`config.mk`:
```
export PLATFORM = sky130hd
export DESIGN_NAME = ptmut_ctrl
export DESIGN_NICKNAME = d
export VERILOG_FILES = /design/src/sv/ptmut_pkg.sv /design/src/sv/ptmut_ctrl.sv
export SDC_FILE = /design/constraint.sdc
export NUM_CORES = 1
export LEC_CHECK = 0
export BUFFER_PORTS_ARGS = -buffer_cell sky130_fd_sc_hd__buf_2
export CAP_MARGIN = 10
export CORE_UTILIZATION = 45
export CTS_BUF_LIST = sky130_fd_sc_hd__clkbuf_16
export CTS_CLUSTER_DIAMETER = 80
export DETAILED_ROUTE_END_ITERATION = 10
export PLACE_DENSITY_LB_ADDON = 0.15
export SLEW_MARGIN = 20
export SYNTH_ARGS = -nofsm -noshare
export SYNTH_HDL_FRONTEND = slang
export SYNTH_SLANG_ARGS = --single-unit
```
`constraint.sdc`:
```
create_clock -name clk_i -period 1.7 [get_ports clk_i]
set_input_delay 0.34 -clock clk_i [delete_from_list [all_inputs] [get_ports clk_i]]
set_output_delay 0.34 -clock clk_i [all_outputs]
set_load 0.05 [all_outputs]
```
`src/sv/ptmut_pkg.sv`:
```
package ptmut_pkg;

  // one table holds 512 entries, indexed by nine address bits per level
  localparam int unsigned IdxW    = 9;
  localparam int unsigned PageLsb = 12;
  localparam int unsigned AddrW   = 48;
  localparam int unsigned EntryW  = 64;

  // valid and type bits of links and leaves
  localparam logic [EntryW-1:0] EntryLowBits = 64'h3;

  typedef logic [1:0] kind_t;

  localparam kind_t KIND_MAP   = 2'd0;
  localparam kind_t KIND_UNMAP = 2'd1;
  localparam kind_t KIND_XLATE = 2'd2;

  typedef enum logic [1:0] {
    ST_DONE       = 2'd0,
    ST_NOT_MAPPED = 2'd1,
    ST_NO_TABLES  = 2'd2
  } status_e;

  // controller to datapath
  typedef struct packed {
    logic    clear_wr;
    logic    load_item;
    logic    follow;
    logic    alloc;
    logic    leaf_wr;
    logic    res_set;
    logic    res_xlate;
    status_e res_status;
    logic    load_out;
  } cmd_t;

  // datapath to controller
  typedef struct packed {
    kind_t kind;
    logic  level2;
    logic  level3;
    logic  link_ok;
    logic  leaf_valid;
    logic  fits;
    logic  clear_last;
  } sts_t;

endpackage

```
`src/sv/ptmut_ctrl.sv`:
```
module ptmut_ctrl
  import ptmut_pkg::*;
(
  input  logic clk_i,
  input  logic rst_ni,
  input  logic in_valid_i,
  output logic in_ready_o,
  output logic out_valid_o,
  input  logic out_ready_i,
  input  sts_t sts_i,
  output cmd_t cmd_o
);

  typedef enum logic [6:0] {
    S_CLEAR = 7'b0000001,
    S_IDLE  = 7'b0000010,
    S_READ  = 7'b0000100,
    S_EVAL  = 7'b0001000,
    S_LINK  = 7'b0010000,
    S_LEAF  = 7'b0100000,
    S_RESP  = 7'b1000000
  } state_e;

  state_e state_q, state_d;
  logic   out_valid_q, out_valid_d;

  always_comb begin
    state_d     = state_q;
    cmd_o       = '0;
    out_valid_d = out_valid_q && !out_ready_i;
    unique case (state_q)
      S_CLEAR: begin
        cmd_o.clear_wr = 1'b1;
        if (sts_i.clear_last) state_d = S_IDLE;
      end
      S_IDLE: begin
        if (in_valid_i) begin
          cmd_o.load_item = 1'b1;
          state_d         = S_READ;
        end
      end
      S_READ: state_d = S_EVAL;
      S_EVAL: begin
        if (!sts_i.level3) begin
          if (sts_i.link_ok) begin
            cmd_o.follow = 1'b1;
            state_d      = S_READ;
          end else begin
            state_d = S_RESP;
            unique case (sts_i.kind)
              KIND_MAP: begin
                if (sts_i.fits) begin
                  state_d = S_LINK;
                end else begin
                  cmd_o.res_set    = 1'b1;
                  cmd_o.res_status = ST_NO_TABLES;
                end
              end
              KIND_XLATE: begin
                cmd_o.res_set    = 1'b1;
                cmd_o.res_status = ST_NOT_MAPPED;
              end
              default: begin
                cmd_o.res_set    = 1'b1;
                cmd_o.res_status = ST_DONE;
              end
            endcase
          end
        end else begin
          unique case (sts_i.kind) inside
            KIND_MAP, KIND_UNMAP: state_d = S_LEAF;
            KIND_XLATE: begin
              cmd_o.res_set    = 1'b1;
              cmd_o.res_xlate  = sts_i.leaf_valid;
              cmd_o.res_status = sts_i.leaf_valid ? ST_DONE : ST_NOT_MAPPED;
              state_d          = S_RESP;
            end
            default: begin
              cmd_o.res_set    = 1'b1;
              cmd_o.res_status = ST_DONE;
              state_d          = S_RESP;
            end
          endcase
        end
      end
      S_LINK: begin
        cmd_o.alloc = 1'b1;
        if (sts_i.level2) state_d = S_LEAF;
      end
      S_LEAF: begin
        cmd_o.leaf_wr    = 1'b1;
        cmd_o.res_set    = 1'b1;
        cmd_o.res_status = ST_DONE;
        state_d          = S_RESP;
      end
      S_RESP: begin
        if (!out_valid_q || out_ready_i) begin
          cmd_o.load_out = 1'b1;
          out_valid_d    = 1'b1;
          state_d        = S_IDLE;
        end
      end
      default: state_d = S_CLEAR;
    endcase
  end

  always_ff @(posedge clk_i or negedge rst_ni) begin
    if (!rst_ni) begin
      state_q     <= S_CLEAR;
      out_valid_q <= 1'b0;
    end else begin
      state_q     <= state_d;
      out_valid_q <= out_valid_d;
    end
  end

  assign in_ready_o  = (state_q == S_IDLE);
  assign out_valid_o = out_valid_q;

endmodule

```
==> summary.md <==
| Metric | Value |
|---|---|
| Outcome | `finished with violations` |
| Failing checks | `negative setup slack` |
| Hpwl dp | `1267 microns` |
| Slew headroom | `74.89%` |
| Starting density of the core | `about half` |
| Final nets | `134` |
| Die Footprint | `0.001567 sq mm` |
| Setup Total Neg Slack | `-2.128 ns` |
| Syn Inst Count | `~70` |
| Reg2reg start | `state_q[0]$_DFFE_PN1P_` |
| Number of flops mapped to enable cells by yosys | `0` |
| Netlist cell types | `35` |
| Clk Tree Root Cell | `clkbuf_16` |
| Seq cells post-synth | `8` |
| Main synth FF type | `dfrtp_1` |
| Period minus WS final | `1.991 ns` |
| Initial antenna violation count | `0` |
| First-pass GRT wire length | `just under 3000 microns` |
| Pwr dens | `1305 mW/mm^2` |
| Peak supply drop | `around 1.1 mV` |
| Filler cell count | `51` |
| Sequential area share after synthesis | `31.69%` |
| Worst Setup SP | `state_q[1]$_DFFE_PN0P_` |
| Req. time, crit path | `1.36 ns` |
| CTS sink count | `8` |
| Post-Route WL | `2316 microns` |
| Post-route DRC | `0` |
| Final Hold Fails | `0` |
| Core footprint | `0.001301 sq mm` |
| Maximum capacitance violations | `0` |
| Router iterations before antenna repair | `4` |
| Mapped cell area | `635.6 sq um` |
| CP top delay family | `simple AND/OR/NAND/NOR gates` |
| Synth Net Count | `83` |
| Wire per inst | `approximately 17 microns` |
| Max Freq | `502.3 MHz` |
| Site row count | `13` |
| Clk_lat worst skew | `0.24 ns` |
| Number of port buffers | `23` |
| Number of global-route vias before repair | `681` |
| Top cells by area, synth | `dfrtp_1 (28%), nor2_1 (4.7%), dfstp_2 (4.1%)` |
| CP Max Fanout | `2` |
| Die H | `39.58 microns` |
| Clock transition at the registers of the reported paths | `roughly 0.04 ns` |
| Fin Clk Skew | `0.01124 ns` |
| Worst-Margin Slew | `between 0.3 and 0.4 ns` |
| YS warnings | `0` |
| Fin worst setup slack | `-0.2910 ns` |
| Post-Syn Area per Cell | `~9.0 sq um` |
| Final setup viols | `12` |
| RSZ-0062 raised after global routing | `true` |
| CP Data Arrival Time | `roughly 1.7 ns` |
| CP bufs+invs | `2` |
| Via/cell ratio | `5.750` |
| TritonCTS clock tree | `yes` |
| Max H-tree Level | `1` |
| Clock Path Buffers | `2` |
| Gp weighted congestion | `0.8557` |
| Synth area leader | `dfrtp_1` |
| Slew Viols, Final | `0` |
| Crit path kind | `flip-flop to output pin` |
| IO Pins | `24` |
| Leak | `0.5894 nW` |
| Post-DRT Antenna Nets | `0` |
| Ant. Diodes | `0` |
| Yosys top cell area share | `between 20 and 30%` |
| Total GRT Usage | `29.71%` |
| 1st-iter DRT viols | `37` |
| Layout cells sized above 1 | `60.33%` |
| Final core occ | `roughly nine tenths` |
| Tcrit/Tclk final | `117.1%` |
| Async SR Flop Fraction | `between 90% and 100%` |
| HP Class | `primary input to flip-flop` |
| Slowest CP cell | `dfrtp_1` |
| Largest net degree at the start of global routing | `10` |
| CP startpoint kind | `flip-flop` |
| CTS buffer count | `3` |
| Total gr overflow | `0` |
| Vias post-DR | `between 700 and 800` |
| Cell Chain, Critical Path | `nor3_4 -> buf_4 -> nand4b_1 -> nor4b_4 -> buf_6` |
| Hold Crit Start | `sts_i[5]` |
| Area grow syn2layout | `88.19%` |
| Chip width | `39.58 microns` |
| Max incr delay on CP | `slightly above 0.4 ns` |
| Crit end category | `output pin` |
[worst register-to-register path, delay by kind of cell (launching register included)]
family / cells / cell delay [ns]
flops: 1 / 0.55
buf+inv: 4 / 0.50
simple gates: 3 / 0.43
compound gates: 1 / 0.18
[final cells by class]
class	instances	area, sq um	share of cell area, %
timing repair buffer	50	407.9	34.10
clock inverter	1	3.754	0.3138
clock buffer	3	75.07	6.276
inverter	5	18.77	1.569
tap	15	18.77	1.569
sequential	8	202.7	16.95
multi-input combinational	54	469.2	39.23
[per-stage QoR]
step | cells | setup slack, ns | hold slack [ns] | power, mW | area [sq um]
after floorplan | 71 | -0.2267 | 0.04441 | 0.7407 | 699.4
after global placement | 120 | -0.09652 | 0.1903 | 0.9031 | 900.9
after detailed placement | 120 | -0.1065 | 0.1928 | 0.9093 | 900.9
after CTS | 132 | -0.2686 | 0.3213 | 1.433 | 1130
after global routing | 136 | -0.3499 | 0.3540 | 1.613 | 1196
final | 136 | -0.2910 | 0.3437 | 1.560 | 1196
[kinds of logic (layout without fill, tap and decap cells)]
family	after synthesis	count (layout)	synth area share (%)
mux	1	1	1.772
buf+inv	9	59	8.464
compound gates	12	12	12.21
simple gates	40	40	44.49
flops	8	8	31.69
xor+xnor	1	1	1.378
[worst paths after layout]
kind / slack [ns] / endpoint / cells past startpoint
min: 0.34 / state_q[4]$_DFFE_PN0P_ / 2
min in group asynchronous: 0.47 / state_q[4]$_DFFE_PN0P_ / 2
max in group asynchronous: 0.97 / state_q[0]$_DFFE_PN1P_ / 2
max reg2reg: -0.02 / state_q[0]$_DFFE_PN1P_ / 8
min reg2reg: 0.61 / out_valid_o$_DFF_PN0_ / 2
max: -0.29 / cmd_o[2] / 5
[synthesized netlist by cell type, types with 2 or more instances]
library cell and number:
nand3b_1 2, nand2b_1 2, nor2_1 8, nor3_1 2, nor4b_1 3, a21oi_1 4, nor4_1 2, nor2b_1 2
nand2_1 4, o211ai_1 2, and3_1 2, dfrtp_1 7, inv_1 5, buf_6 2, nand3_1 2, nand4b_1 3
[layer usage]
| layer | wire length [microns] | global-route usage, % | up-vias |
|---|---|---|---|
| li1 | - | - | 362 |
| met1 | 922 | 33.69 | 376 |
| met2 | 1227 | 54.10 | 40 |
| met3 | 131 | 9.091 | 4 |
| met4 | 35 | 5.172 | 0 |
| met5 | 0 | 0 | - |
[flip-flops by register name, indices dropped and copies added, names as in the netlist]
name	cells
state_q	7
out_valid_o	1
[power breakdown]
group / switching, mW / total (mW) / internal, mW
Sequential: 0.0404 / 0.275 / 0.234
Combinational: 0.442 / 0.873 / 0.432
Clock: 0.105 / 0.412 / 0.308
[cells in the final DEF (no fill, tap or decap), types with 3 or more instances in the layout]
cell and count:
buf_8 3, buf_4 24, nand4b_1 3, clkbuf_16 3, nand2_1 3, dfrtp_1 6, buf_2 12, buf_6 10
nor2_1 6, a21oi_1 4, inv_1 4
[what timing repair did]
action / CTS / global route
pin swaps: 3 / 9
setup buffers: 7 / 6
gates resized for setup: 26 / 11
endpoints found under the setup margin: 11 / 14
hold endpoints to repair: 7 / 0
hold buffers: 1 / 0
Power figures use the tool's default switching activity.
